File: config.mk
export PLATFORM = sky130hd
export DESIGN_NAME = uart_with_parity_and_stop_modes_unit_flat
export DESIGN_NICKNAME = d
export VERILOG_FILES = /design/src/hw/rtl/uwpsm_pkg.sv /design/src/hw/rtl/uwpsm_stream_if.sv /design/src/hw/rtl/uwpsm_front.sv /design/src/hw/rtl/uwpsm_queue.sv /design/src/hw/rtl/uwpsm_back.sv /design/src/hw/rtl/uart_with_parity_and_stop_modes_unit.sv /design/src/flat_wrapper.sv
export SDC_FILE = /design/constraint.sdc
export NUM_CORES = 1
export LEC_CHECK = 0
export BUFFER_PORTS_ARGS = -buffer_cell sky130_fd_sc_hd__clkbuf_2
export CAP_MARGIN = 40
export CORE_AREA = 3 3 146 148
export CTS_CLUSTER_DIAMETER = 60
export DETAILED_ROUTE_END_ITERATION = 7
export DIE_AREA = 0 0 149 151
export GPL_ROUTABILITY_DRIVEN = 0
export PLACE_DENSITY = 0.7
export SLEW_MARGIN = 10
export SYNTH_ARGS = -nofsm -noshare
export SYNTH_HDL_FRONTEND = slang
export SYNTH_SLANG_ARGS = --single-unit
export TNS_END_PERCENT = 100
File: constraint.sdc
create_clock -name clk -period 8.88 [get_ports clk]
set_input_delay 0 -clock clk [delete_from_list [all_inputs] [get_ports clk]]
set_output_delay 0 -clock clk [all_outputs]
set_load 0.05 [all_outputs]
File: src/hw/rtl/uwpsm_pkg.sv
package uwpsm_pkg;

	// Fixed field and register widths
	localparam int DIV_W      = 16;
	localparam int TICK_W     = 17;
	localparam int CFG_IDX_W  = 2;
	localparam int CFG_DATA_W = 16;
	localparam int MODE_W     = 2;
	localparam int BYTE_W     = 8;

	// Depth of the queue between front and back
	localparam int QUEUE_DEPTH = 4;
	localparam int QPTR_W      = 2;
	localparam int QCNT_W      = 3;

	// Bus access codes
	typedef enum logic [1:0] {
		CMD_IDLE  = 2'd0,
		CMD_WRITE = 2'd1,
		CMD_READ  = 2'd2,
		CMD_CLEAR = 2'd3
	} cmd_t;

	// Configuration register indexes
	localparam logic [CFG_IDX_W-1:0] CFG_BIT_DIVISOR = 2'd0;
	localparam logic [CFG_IDX_W-1:0] CFG_STOP_MODE   = 2'd1;
	localparam logic [CFG_IDX_W-1:0] CFG_PARITY_MODE = 2'd2;

	// Stop length codes
	localparam logic [MODE_W-1:0] STOP_ONE      = 2'd0;
	localparam logic [MODE_W-1:0] STOP_HALF     = 2'd1;
	localparam logic [MODE_W-1:0] STOP_TWO      = 2'd2;
	localparam logic [MODE_W-1:0] STOP_ONE_HALF = 2'd3;

	// Parity codes
	localparam logic [MODE_W-1:0] PAR_NONE = 2'd0;
	localparam logic [MODE_W-1:0] PAR_EVEN = 2'd1;
	localparam logic [MODE_W-1:0] PAR_ODD  = 2'd2;

	// Receive flag bit positions
	localparam int FLAG_FULL    = 0;
	localparam int FLAG_PARITY  = 1;
	localparam int FLAG_FRAMING = 2;

	// Word on the request channel: one clock tick
	typedef struct packed {
		cmd_t              cmd;
		logic [BYTE_W-1:0] tx_byte;
		logic              rx_line;
	} req_word_t;

	// Word on the response channel: state at the start of the tick
	typedef struct packed {
		logic              tx_line;
		logic [BYTE_W-1:0] rx_byte;
		logic              tx_empty;
		logic              rx_full;
		logic              parity_error;
		logic              framing_error;
	} rsp_word_t;

	// Classified tick, as queued between front and back
	typedef struct packed {
		logic              wr;
		logic              rd;
		logic              clr;
		logic [BYTE_W-1:0] tx_byte;
		logic              rx_line;
	} item_t;

	// Configuration write
	typedef struct packed {
		logic                  en;
		logic [CFG_IDX_W-1:0]  idx;
		logic [CFG_DATA_W-1:0] data;
	} cfg_wr_t;

endpackage

File: src/hw/rtl/uwpsm_stream_if.sv
interface uwpsm_stream_if #(
	parameter type T = logic
);

	logic valid;
	logic ready;
	T     data;

	modport source (output valid, output data, input ready);
	modport sink (input valid, input data, output ready);

endinterface

File: src/hw/rtl/uwpsm_front.sv
module uwpsm_front (
	input  logic                 clk,
	input  logic                 arst_n,
	uwpsm_stream_if.sink         req,
	input  logic                 q_full,
	output logic                 push,
	output uwpsm_pkg::item_t     push_word
);

	logic             valid_s1;
	uwpsm_pkg::item_t word_s1;
	uwpsm_pkg::item_t word_cls;

	// Take a new word whenever the stage is empty or drains into the queue
	assign req.ready = !valid_s1 || !q_full;
	assign push      = valid_s1 && !q_full;
	assign push_word = word_s1;

	// Classify the access
	always_comb begin
		word_cls.wr      = (req.data.cmd == uwpsm_pkg::CMD_WRITE);
		word_cls.rd      = (req.data.cmd == uwpsm_pkg::CMD_READ);
		word_cls.clr     = (req.data.cmd == uwpsm_pkg::CMD_CLEAR);
		word_cls.tx_byte = req.data.tx_byte;
		word_cls.rx_line = req.data.rx_line;
	end

	// Hold the stage valid flag
	always_ff @(posedge clk or negedge arst_n) begin
		if (!arst_n) begin
			valid_s1 <= 1'b0;
		end else if (req.ready) begin
			valid_s1 <= req.valid;
		end
	end

	// Capture the classified word
	always_ff @(posedge clk) begin
		if (req.valid && req.ready) begin
			word_s1 <= word_cls;
		end
	end

endmodule

File: src/hw/rtl/uwpsm_queue.sv
module uwpsm_queue (
	input  logic             clk,
	input  logic             arst_n,
	input  logic             push,
	input  uwpsm_pkg::item_t push_word,
	output logic             full,
	input  logic             pop,
	output uwpsm_pkg::item_t head,
	output logic             empty
);

	uwpsm_pkg::item_t                    slot_q [uwpsm_pkg::QUEUE_DEPTH];
	logic [uwpsm_pkg::QPTR_W-1:0]        wr_ptr_q;
	logic [uwpsm_pkg::QPTR_W-1:0]        rd_ptr_q;
	logic [uwpsm_pkg::QCNT_W-1:0]        count_q;

	assign full  = (count_q == uwpsm_pkg::QCNT_W'(uwpsm_pkg::QUEUE_DEPTH));
	assign empty = (count_q == '0);
	assign head  = slot_q[rd_ptr_q];

	// Advance pointers and fill count
	always_ff @(posedge clk or negedge arst_n) begin
		if (!arst_n) begin
			wr_ptr_q <= '0;
			rd_ptr_q <= '0;
			count_q  <= '0;
		end else begin
			if (push) begin
				wr_ptr_q <= wr_ptr_q + 1'b1;
			end
			if (pop) begin
				rd_ptr_q <= rd_ptr_q + 1'b1;
			end
			if (push && !pop) begin
				count_q <= count_q + 1'b1;
			end else if (pop && !push) begin
				count_q <= count_q - 1'b1;
			end
		end
	end

	// Store the pushed word
	always_ff @(posedge clk) begin
		if (push) begin
			slot_q[wr_ptr_q] <= push_word;
		end
	end

`ifndef SYNTHESIS
	a_no_overflow: assert property (@(posedge clk) disable iff (!arst_n)
		full |=> !(count_q == '0) || $past(pop))
		else $error("queue lost words while full");
	a_no_underflow: assert property (@(posedge clk) disable iff (!arst_n)
		pop |-> !empty)
		else $error("queue popped while empty");
	a_count_bound: assert property (@(posedge clk) disable iff (!arst_n)
		count_q <= uwpsm_pkg::QCNT_W'(uwpsm_pkg::QUEUE_DEPTH))
		else $error("queue count beyond depth");
`endif

endmodule

File: src/hw/rtl/uwpsm_back.sv
module uwpsm_back #(
	parameter int DATA_BITS = 8
) (
	input  logic               clk,
	input  logic               arst_n,
	input  uwpsm_pkg::cfg_wr_t cfg,
	input  uwpsm_pkg::item_t   head,
	input  logic               q_empty,
	output logic               pop,
	uwpsm_stream_if.source     rsp
);

	localparam int CNT_W = $clog2(DATA_BITS + 4);
	localparam int TW    = uwpsm_pkg::TICK_W;

	// Configuration
	logic [uwpsm_pkg::DIV_W-1:0]  div_q;
	logic [uwpsm_pkg::MODE_W-1:0] stop_q;
	logic [uwpsm_pkg::MODE_W-1:0] par_q;

	// Transmitter state
	logic [uwpsm_pkg::BYTE_W-1:0] tx_holding_q;
	logic                         tx_full_q;
	logic [DATA_BITS+1:0]         tx_shift_q;
	logic [CNT_W-1:0]             tx_bits_q;
	logic [TW-1:0]                tx_ticks_q;

	// Receiver state
	logic [DATA_BITS:0]           rx_shift_q;
	logic [CNT_W-1:0]             rx_bits_q;
	logic [TW-1:0]                rx_ticks_q;
	logic [DATA_BITS-1:0]         rx_data_q;
	logic [2:0]                   rx_flags_q;
	logic [1:0]                   rx_sync_q;

	// Output register
	logic                         rsp_valid_q;
	uwpsm_pkg::rsp_word_t         rsp_word_q;

	// Next-state values
	logic [uwpsm_pkg::BYTE_W-1:0] tx_holding_d;
	logic                         tx_full_d;
	logic [DATA_BITS+1:0]         tx_shift_d;
	logic [CNT_W-1:0]             tx_bits_d;
	logic [TW-1:0]                tx_ticks_d;
	logic [DATA_BITS:0]           rx_shift_d;
	logic [CNT_W-1:0]             rx_bits_d;
	logic [TW-1:0]                rx_ticks_d;
	logic [DATA_BITS-1:0]         rx_data_d;
	logic [2:0]                   rx_flags_d;
	logic [1:0]                   rx_sync_d;
	uwpsm_pkg::rsp_word_t         rsp_word_d;

	// Timing and parity helpers
	logic [TW-1:0]                div_ticks;
	logic [TW-1:0]                half_ticks;
	logic [TW-1:0]                stop_raw;
	logic [TW-1:0]                stop_ticks;
	logic [TW-1:0]                tx_period;
	logic [TW-1:0]                tx_inc;
	logic [TW-1:0]                rx_target;
	logic [TW-1:0]                rx_inc;
	logic                         par_on;
	logic                         par_odd;
	logic [DATA_BITS-1:0]         tx_data;
	logic                         tx_par;
	logic [DATA_BITS-1:0]         rx_frame_data;
	logic                         rx_par;
	logic [CNT_W-1:0]             rx_last;
	logic [CNT_W-1:0]             rx_idx;
	logic                         level;

	assign pop       = !q_empty && (!rsp_valid_q || rsp.ready);
	assign rsp.valid = rsp_valid_q;
	assign rsp.data  = rsp_word_q;

	// Bit period, start half period, stop length and parity mode
	always_comb begin
		div_ticks  = (div_q == '0) ? TW'(1) : TW'(div_q);
		half_ticks = div_ticks >> 1;
		case (stop_q)
			uwpsm_pkg::STOP_HALF:     stop_raw = half_ticks;
			uwpsm_pkg::STOP_TWO:      stop_raw = div_ticks << 1;
			uwpsm_pkg::STOP_ONE_HALF: stop_raw = div_ticks + half_ticks;
			default:                  stop_raw = div_ticks;
		endcase
		stop_ticks = (stop_raw == '0) ? TW'(1) : stop_raw;
		par_on     = (par_q == uwpsm_pkg::PAR_EVEN) || (par_q == uwpsm_pkg::PAR_ODD);
		par_odd    = (par_q == uwpsm_pkg::PAR_ODD);
	end

	// Show the state at the start of the tick
	always_comb begin
		rsp_word_d.tx_line       = (tx_bits_q > CNT_W'(1)) ? tx_shift_q[0] : 1'b1;
		rsp_word_d.rx_byte       = uwpsm_pkg::BYTE_W'(rx_data_q);
		rsp_word_d.tx_empty      = !tx_full_q;
		rsp_word_d.rx_full       = rx_flags_q[uwpsm_pkg::FLAG_FULL];
		rsp_word_d.parity_error  = rx_flags_q[uwpsm_pkg::FLAG_PARITY];
		rsp_word_d.framing_error = rx_flags_q[uwpsm_pkg::FLAG_FRAMING];
	end

	// Transmitter: apply a write, advance one tick, reload from the holding register
	always_comb begin
		tx_holding_d = tx_holding_q;
		tx_full_d    = tx_full_q;
		if (head.wr && !tx_full_q) begin
			tx_holding_d = head.tx_byte;
			tx_full_d    = 1'b1;
		end
		tx_shift_d = tx_shift_q;
		tx_bits_d  = tx_bits_q;
		tx_ticks_d = tx_ticks_q;
		tx_period  = (tx_bits_q == CNT_W'(1)) ? stop_ticks : div_ticks;
		tx_inc     = tx_ticks_q + 1'b1;
		if (tx_bits_q != '0) begin
			if (tx_inc >= tx_period) begin
				tx_ticks_d = '0;
				tx_shift_d = {1'b1, tx_shift_q[DATA_BITS+1:1]};
				tx_bits_d  = tx_bits_q - 1'b1;
			end else begin
				tx_ticks_d = tx_inc;
			end
		end
		tx_data = DATA_BITS'(tx_holding_d);
		tx_par  = (^tx_data) ^ par_odd;
		if (tx_bits_d == '0 && tx_full_d) begin
			tx_shift_d = {tx_par & par_on, tx_data, 1'b0};
			tx_bits_d  = CNT_W'(DATA_BITS + 2) + CNT_W'(par_on);
			tx_ticks_d = '0;
			tx_full_d  = 1'b0;
		end
	end

	// Receiver: apply a read or clear, then sample the synchronised pin
	always_comb begin
		level     = rx_sync_q[1];
		rx_sync_d = {rx_sync_q[0], head.rx_line};
		rx_flags_d = rx_flags_q;
		if (head.rd) begin
			rx_flags_d = '0;
		end else if (head.clr) begin
			rx_flags_d = rx_flags_q & 3'b001;
		end
		rx_shift_d    = rx_shift_q;
		rx_bits_d     = rx_bits_q;
		rx_ticks_d    = rx_ticks_q;
		rx_data_d     = rx_data_q;
		rx_last       = CNT_W'(DATA_BITS + 2) + CNT_W'(par_on);
		rx_idx        = rx_bits_q - CNT_W'(2);
		rx_frame_data = rx_shift_q[DATA_BITS-1:0];
		rx_par        = (^rx_frame_data) ^ par_odd;
		rx_inc        = rx_ticks_q + 1'b1;
		if (rx_bits_q == CNT_W'(1)) begin
			rx_target = (half_ticks == '0) ? TW'(1) : half_ticks;
		end else begin
			rx_target = div_ticks;
		end
		if (rx_bits_q == '0) begin
			if (!level) begin
				rx_bits_d  = CNT_W'(1);
				rx_ticks_d = '0;
			end
		end else if (rx_inc < rx_target) begin
			rx_ticks_d = rx_inc;
		end else begin
			rx_ticks_d = '0;
			if (rx_bits_q == CNT_W'(1)) begin
				if (level) begin
					rx_bits_d = '0;
				end else begin
					rx_shift_d = '0;
					rx_bits_d  = CNT_W'(2);
				end
			end else if (rx_bits_q < rx_last) begin
				for (int i = 0; i <= DATA_BITS; i++) begin
					if (rx_idx == CNT_W'(i)) begin
						rx_shift_d[i] = rx_shift_q[i] | level;
					end
				end
				rx_bits_d = rx_bits_q + 1'b1;
			end else begin
				rx_data_d = rx_frame_data;
				rx_flags_d[uwpsm_pkg::FLAG_FULL] = 1'b1;
				if (par_on && (rx_shift_q[DATA_BITS] != rx_par)) begin
					rx_flags_d[uwpsm_pkg::FLAG_PARITY] = 1'b1;
				end
				if (!level) begin
					rx_flags_d[uwpsm_pkg::FLAG_FRAMING] = 1'b1;
				end
				rx_bits_d = '0;
			end
		end
	end

	// Write configuration registers
	always_ff @(posedge clk or negedge arst_n) begin
		if (!arst_n) begin
			div_q  <= uwpsm_pkg::DIV_W'(16);
			stop_q <= uwpsm_pkg::STOP_ONE;
			par_q  <= uwpsm_pkg::PAR_NONE;
		end else if (cfg.en) begin
			case (cfg.idx)
				uwpsm_pkg::CFG_BIT_DIVISOR: div_q  <= cfg.data;
				uwpsm_pkg::CFG_STOP_MODE:   stop_q <= cfg.data[uwpsm_pkg::MODE_W-1:0];
				uwpsm_pkg::CFG_PARITY_MODE: par_q  <= cfg.data[uwpsm_pkg::MODE_W-1:0];
				default: ;
			endcase
		end
	end

	// Advance the serial state by one tick per popped word
	always_ff @(posedge clk or negedge arst_n) begin
		if (!arst_n) begin
			tx_holding_q <= '0;
			tx_full_q    <= 1'b0;
			tx_shift_q   <= '1;
			tx_bits_q    <= '0;
			tx_ticks_q   <= '0;
			rx_shift_q   <= '0;
			rx_bits_q    <= '0;
			rx_ticks_q   <= '0;
			rx_data_q    <= '0;
			rx_flags_q   <= '0;
			rx_sync_q    <= '1;
		end else if (pop) begin
			tx_holding_q <= tx_holding_d;
			tx_full_q    <= tx_full_d;
			tx_shift_q   <= tx_shift_d;
			tx_bits_q    <= tx_bits_d;
			tx_ticks_q   <= tx_ticks_d;
			rx_shift_q   <= rx_shift_d;
			rx_bits_q    <= rx_bits_d;
			rx_ticks_q   <= rx_ticks_d;
			rx_data_q    <= rx_data_d;
			rx_flags_q   <= rx_flags_d;
			rx_sync_q    <= rx_sync_d;
		end
	end

	// Hold the response until taken
	always_ff @(posedge clk or negedge arst_n) begin
		if (!arst_n) begin
			rsp_valid_q <= 1'b0;
		end else if (pop) begin
			rsp_valid_q <= 1'b1;
		end else if (rsp.ready) begin
			rsp_valid_q <= 1'b0;
		end
	end

	always_ff @(posedge clk) begin
		if (pop) begin
			rsp_word_q <= rsp_word_d;
		end
	end

`ifndef SYNTHESIS
	a_tx_reload: assert property (@(posedge clk) disable iff (!arst_n)
		!(tx_full_q && tx_bits_q == '0))
		else $error("transmitter idle with a byte held");
	a_tx_bits: assert property (@(posedge clk) disable iff (!arst_n)
		tx_bits_q <= CNT_W'(DATA_BITS + 3))
		else $error("transmit bit count out of range");
	a_rx_bits: assert property (@(posedge clk) disable iff (!arst_n)
		rx_bits_q <= CNT_W'(DATA_BITS + 3))
		else $error("receive bit count out of range");
	a_stall_hold: assert property (@(posedge clk) disable iff (!arst_n)
		!pop |=> $stable(tx_bits_q) && $stable(rx_bits_q) && $stable(rx_flags_q))
		else $error("serial state moved without a tick");
`endif

endmodule

File: src/hw/rtl/uart_with_parity_and_stop_modes_unit.sv
// UART transmitter and receiver driven one peripheral clock tick per request word. Each word
// carries a bus access (idle, write transmit byte, read received byte, clear errors) and the
// sampled receive pin; each produces one response word showing the transmit pin, the received
// byte and the status flags as they stood before that tick. Frames are a start bit, DATA_BITS
// data bits LSB first, optional even or odd parity and a stop time of one, half, two or one and
// a half bit periods; the receiver samples mid-bit behind a two-stage synchroniser. Words flow
// through an input register, a four-entry queue and the serial engine with its output register,
// so one word is taken every clock when nothing stalls. The throughput is set by the serial
// engine, which advances one tick per cycle if unstalled. Configuration must be written through
// cfg_wr_en/cfg_index/cfg_wdata only while no word is in flight; the block does not enforce it.
module uart_with_parity_and_stop_modes_unit #(
	parameter int DATA_BITS = 8
) (
	input  logic                                 clk,
	input  logic                                 arst_n,
	uwpsm_stream_if.sink                         req,
	uwpsm_stream_if.source                       rsp,
	input  logic                                 cfg_wr_en,
	input  logic [uwpsm_pkg::CFG_IDX_W-1:0]      cfg_index,
	input  logic [uwpsm_pkg::CFG_DATA_W-1:0]     cfg_wdata
);

	logic               push;
	logic               pop;
	logic               q_full;
	logic               q_empty;
	uwpsm_pkg::item_t   push_word;
	uwpsm_pkg::item_t   head;
	uwpsm_pkg::cfg_wr_t cfg;

	// Bundle the configuration write
	assign cfg.en   = cfg_wr_en;
	assign cfg.idx  = cfg_index;
	assign cfg.data = cfg_wdata;

	uwpsm_front u_front (
		.clk       (clk),
		.arst_n    (arst_n),
		.req       (req),
		.q_full    (q_full),
		.push      (push),
		.push_word (push_word)
	);

	uwpsm_queue u_queue (
		.clk       (clk),
		.arst_n    (arst_n),
		.push      (push),
		.push_word (push_word),
		.full      (q_full),
		.pop       (pop),
		.head      (head),
		.empty     (q_empty)
	);

	uwpsm_back #(
		.DATA_BITS (DATA_BITS)
	) u_back (
		.clk     (clk),
		.arst_n  (arst_n),
		.cfg     (cfg),
		.head    (head),
		.q_empty (q_empty),
		.pop     (pop),
		.rsp     (rsp)
	);

endmodule

File: src/flat_wrapper.sv
// flat-port wrapper written by rule: the top's interface ports become plain ports
module uart_with_parity_and_stop_modes_unit_flat import uwpsm_pkg::*;
#(
	parameter int DATA_BITS = 8
)
  (clk, arst_n, cfg_wr_en, cfg_index, cfg_wdata, req_valid, req_data, req_ready, rsp_valid, rsp_data, rsp_ready);
  uwpsm_stream_if #(.T(req_word_t)) req_i ();
  uwpsm_stream_if #(.T(rsp_word_t)) rsp_i ();
  input  logic clk;
  input  logic arst_n;
  input  logic cfg_wr_en;
  input  logic [uwpsm_pkg::CFG_IDX_W-1:0] cfg_index;
  input  logic [uwpsm_pkg::CFG_DATA_W-1:0] cfg_wdata;
  input wire logic [$bits(req_i.valid)-1:0] req_valid;
  input wire logic [$bits(req_i.data)-1:0] req_data;
  output wire logic [$bits(req_i.ready)-1:0] req_ready;
  output wire logic [$bits(rsp_i.valid)-1:0] rsp_valid;
  output wire logic [$bits(rsp_i.data)-1:0] rsp_data;
  input wire logic [$bits(rsp_i.ready)-1:0] rsp_ready;
  assign req_i.valid = req_valid;
  assign req_i.data = req_data;
  assign req_ready = req_i.ready;
  assign rsp_valid = rsp_i.valid;
  assign rsp_data = rsp_i.data;
  assign rsp_i.ready = rsp_ready;
  uart_with_parity_and_stop_modes_unit #(.DATA_BITS(DATA_BITS)) u_core (.clk(clk), .arst_n(arst_n), .req(req_i), .rsp(rsp_i), .cfg_wr_en(cfg_wr_en), .cfg_index(cfg_index), .cfg_wdata(cfg_wdata));
endmodule
==> key figures <==
Floorplan
  – Core ar.: 20170 sq um
  – Die area: 22500 sq um
  – Io pins: 49
  – Chip width: 149 microns
  – Chip Height: 151 microns
  – FP Rows: 52
  – Initial Utilization: 54.52%

Critical path
  – CP Capture Type: flop
  – Crit-path max cell delay: 0.60 ns
  – R2r startpoint: u_core.u_back.div_q[4]$_DFFE_PN1P_
  – Critical Path AT: 7.58 ns
  – WP data required: 9.24 ns
  – WS Path Type: reg -> reg
  – Startpoint Class: flop
  – R2R setup slack: 1.66 ns
  – CP max stage cell: dfstp_2
  – R2r endpoint: u_core.u_back.tx_shift_q[7]$_DFFE_PN1P_
  – Crit path max fanout: 23
  – Cell repeated most along the worst path: ha_1
  – FF-to-FF path depth: 26

Yosys
  – Register area share after synthesis: 45.57%
  – Unique cell type count in the Yosys netlist: 76
  – Syn Std Cell Area: 11000 sq um
  – Top post-synthesis cells by area: dfrtp_1, edfxtp_1, ha_1
  – Yosys warns: 0
  – Post-synth top area share: 22.53%
  – Ys flop type: dfrtp_1
  – Number of synthesized flops with an enable pin: 73
  – Synthesized Nets: 1183
  – Syn_area_per_cell: 10.29 sq um
  – Async S/R FF share, synth: 60.54%
  – Synth Instances: 1069
  – Post-synth top area cell: dfrtp_1
  – Synthesis-stage register bit count: 185

Power
  – Tot Pwr: 3.214 mW
  – PD cells: 258.4 nW/um^2
  – Leak pwr: 5.443 nW
  – VDD IR max: 0.0001324 V

Timing
  – Skew final: 0.02148 ns
  – Final setup fails: 0
  – Tcrit/Tclk final: 81.26%
  – Peak Freq: 138.6 MHz
  – Minimum clock period: 7.216 ns
  – Unrepaired setup endpoints after global routing: false
  – Slew Limit Headroom: 44.76%
  – Hold Slack: 0.04578 ns
  – Final Hold Viols: 0
  – Setup TNS: 0 ns
  – Max-slew violations: 0
  – Worst slew pin tran: 0.8269 ns

Placed design
  – DP Wirelength: 17.33 mm
  – IO buf count: 48

Global routing
  – Initial antenna violation count: 0
  – Vias in the first global route: 8006
  – First-pass GRT wire length: 40.44 mm
  – Global-route usage over all layers: 22.48%
  – Largest net degree at the start of global routing: 50
  – Grt total ovfl: 0

Layout
  – Area growth syn-to-layout: 13.12%
  – # diodes: 0
  – Register area: 5011 sq um
  – Footprint of the multi-input gates: 5624 sq um
  – Fillcell total: 1643
  – Share of layout cells above drive strength 1: 12.76%
  – NumNets Final: 1253

Routing
  – Vias: 8178
  – Wire length per cell: 17.07 microns
  – Post-Route WL: 24.27 mm
  – Avg Vias per Cell: 5.751
  – Initial DRC count: 531
  – Post-route ant nets: 0
  – Initial DRT Pass Iterations: 5
  – Drt drc: 0

Clocking
  – H-tree depth: 4
  – CTS Buffer Depth: 2
  – Clk sinks: 185
  – Post-CTS Setup Repair Bufs: 0
  – Cts bufs inserted: 17
  – Root Driver: clkbuf_16
  – CTS tree: done
  – Worst-skew pair later-pin latency: 0.44 ns
  – Reg clk slew, reported paths: 0.08 ns

Run status
  – Outcome: finished, final reports clean

Hold path
  – Hold Path Class: in -> async

Job
  – Max-cap viol count: 0
-- metrics by stage --
step	util [%]	cells	cell area, sq um	setup WS, ns
after floorplan	-	1069	11000	2.367
after global placement	56.89	1351	11470	1.942
after detailed placement	57.17	1355	11530	1.813
after CTS	61.67	1422	12440	1.779
after global routing	61.67	1422	12440	1.135
final	61.67	1422	12440	1.664
-- logic make-up (layout without fill, tap and decap cells) --
group | after synthesis | count (layout) | share of synthesized area, %
flops | 185 | 185 | 45.57
xor+xnor | 64 | 64 | 5.098
compound gates | 266 | 266 | 16.41
buf+inv | 94 | 177 | 3.323
fa+ha+maj | 80 | 80 | 9.240
simple gates | 329 | 329 | 14.04
mux | 51 | 51 | 6.315
-- per-layer routing --
| metal | vias up | global-route usage (%) | part of all wire, % |
|---|---|---|---|
| li1 | 4025 | - | - |
| met1 | 3927 | 30.67 | 46 |
| met2 | 184 | 37.18 | 48 |
| met3 | 42 | 3.621 | 3.6 |
| met4 | 0 | 7.094 | 2.2 |
| met5 | - | 0 | 0 |
-- critical path: cells and delay by family, from the launching register on --
| family | cells | cell delay (ns) |
|---|---|---|
| compound gates | 13 | 3.63 |
| simple gates | 5 | 0.88 |
| mux | 1 | 0.50 |
| buf+inv | 3 | 0.65 |
| flops | 1 | 0.60 |
| fa+ha+maj | 3 | 0.76 |
| xor+xnor | 1 | 0.10 |
-- placed cells by master (no fill, tap or decap), types with 24 or more instances in the layout --
cell and instances:
a21oi_1 39, clkbuf_2 47, dfrtp_1 99, dlygate4sd3_1 35
edfxtp_1 73, ha_1 78, inv_1 47, nand2_1 147
nand3_1 29, nor2_1 48, o21ai_0 94, xnor2_1 40
xor2_1 24
-- how the worst max path moves through the flow --
stage,startpoint,cells after the start,endpoint,slack (ns)
2_1_floorplan,u_core.u_back.div_q[4]$_DFFE_PN1P_,28,u_core.u_back.tx_shift_q[8]$_DFFE_PN1P_,2.37
3_3_place_gp,u_core.u_back.div_q[4]$_DFFE_PN1P_,25,u_core.u_back.tx_shift_q[2]$_DFFE_PN1P_,1.94
3_5_place_dp,u_core.u_back.div_q[4]$_DFFE_PN1P_,26,u_core.u_back.tx_shift_q[3]$_DFFE_PN1P_,1.81
4_1_cts,u_core.u_back.div_q[4]$_DFFE_PN1P_,26,u_core.u_back.tx_shift_q[7]$_DFFE_PN1P_,1.78
5_1_grt,u_core.u_back.div_q[4]$_DFFE_PN1P_,26,u_core.u_back.tx_shift_q[7]$_DFFE_PN1P_,1.14
6_report,u_core.u_back.div_q[4]$_DFFE_PN1P_,26,u_core.u_back.tx_shift_q[7]$_DFFE_PN1P_,1.66
-- flip-flops by register name, indices dropped and copies added, names as in the netlist --
register and count:
u_core.u_back.div_q 16, u_core.u_back.par_q 2, u_core.u_back.rsp.data 13, u_core.u_back.rsp.valid 1
u_core.u_back.rx_bits_q 4, u_core.u_back.rx_data_q 8, u_core.u_back.rx_flags_q 3, u_core.u_back.rx_shift_q 9
u_core.u_back.rx_sync_q 2, u_core.u_back.rx_ticks_q 17, u_core.u_back.stop_q 2, u_core.u_back.tx_bits_q 4
u_core.u_back.tx_full_q 1, u_core.u_back.tx_holding_q 8, u_core.u_back.tx_shift_q 10, u_core.u_back.tx_ticks_q 17
u_core.u_front.push_word 12, u_core.u_front.valid_s1 1, u_core.u_queue.count_q 3, u_core.u_queue.rd_ptr_q 2
u_core.u_queue.slot_q 48, u_core.u_queue.wr_ptr_q 2
-- layout make-up --
type	instances	area share, %
clock buffer	18	3.450
clock inverter	14	1.036
inverter	47	1.418
timing repair buffer	98	5.875
sequential	185	40.29
tap	270	2.716
multi-input combinational	790	45.22
-- what timing repair did --
action | 4_1_cts | 5_1_grt
gates resized for setup | 0 | 0
hold buffers | 35 | 0
hold endpoints to repair | 67 | 0
-- cells in the mapped netlist (all sizes together) (4+ instances only) --
| cell type | number |
|---|---|
| ha | 78 |
| dfstp | 13 |
| clkbuf | 37 |
| inv | 47 |
| a22o | 19 |
| o21ai | 96 |
| and2 | 21 |
| nand2b | 7 |
| o21a | 7 |
| o31ai | 7 |
| a32o | 6 |
| mux2i | 21 |
| a221o | 9 |
| buf | 10 |
| mux4 | 13 |
| and3 | 17 |
| a31oi | 6 |
| nor2b | 11 |
| a21oi | 40 |
| xnor2 | 40 |
| a22oi | 10 |
| nand4 | 8 |
| nand2 | 148 |
| dfrtp | 99 |
| nor2 | 48 |
| or3 | 4 |
| o22ai | 10 |
| edfxtp | 73 |
| o211ai | 4 |
| mux2 | 17 |
| nand3 | 29 |
| xor2 | 24 |
| nor3 | 22 |
| a21o | 17 |
-- report_power, final --
group	internal, mW	total (mW)	switching [mW]	leakage, nW
sequential	1.08	1.23	0.147	2.10
combinational	0.512	1.26	0.747	3.07
clock	0.371	0.724	0.354	0.271
(Power assumes the default switching activity.)
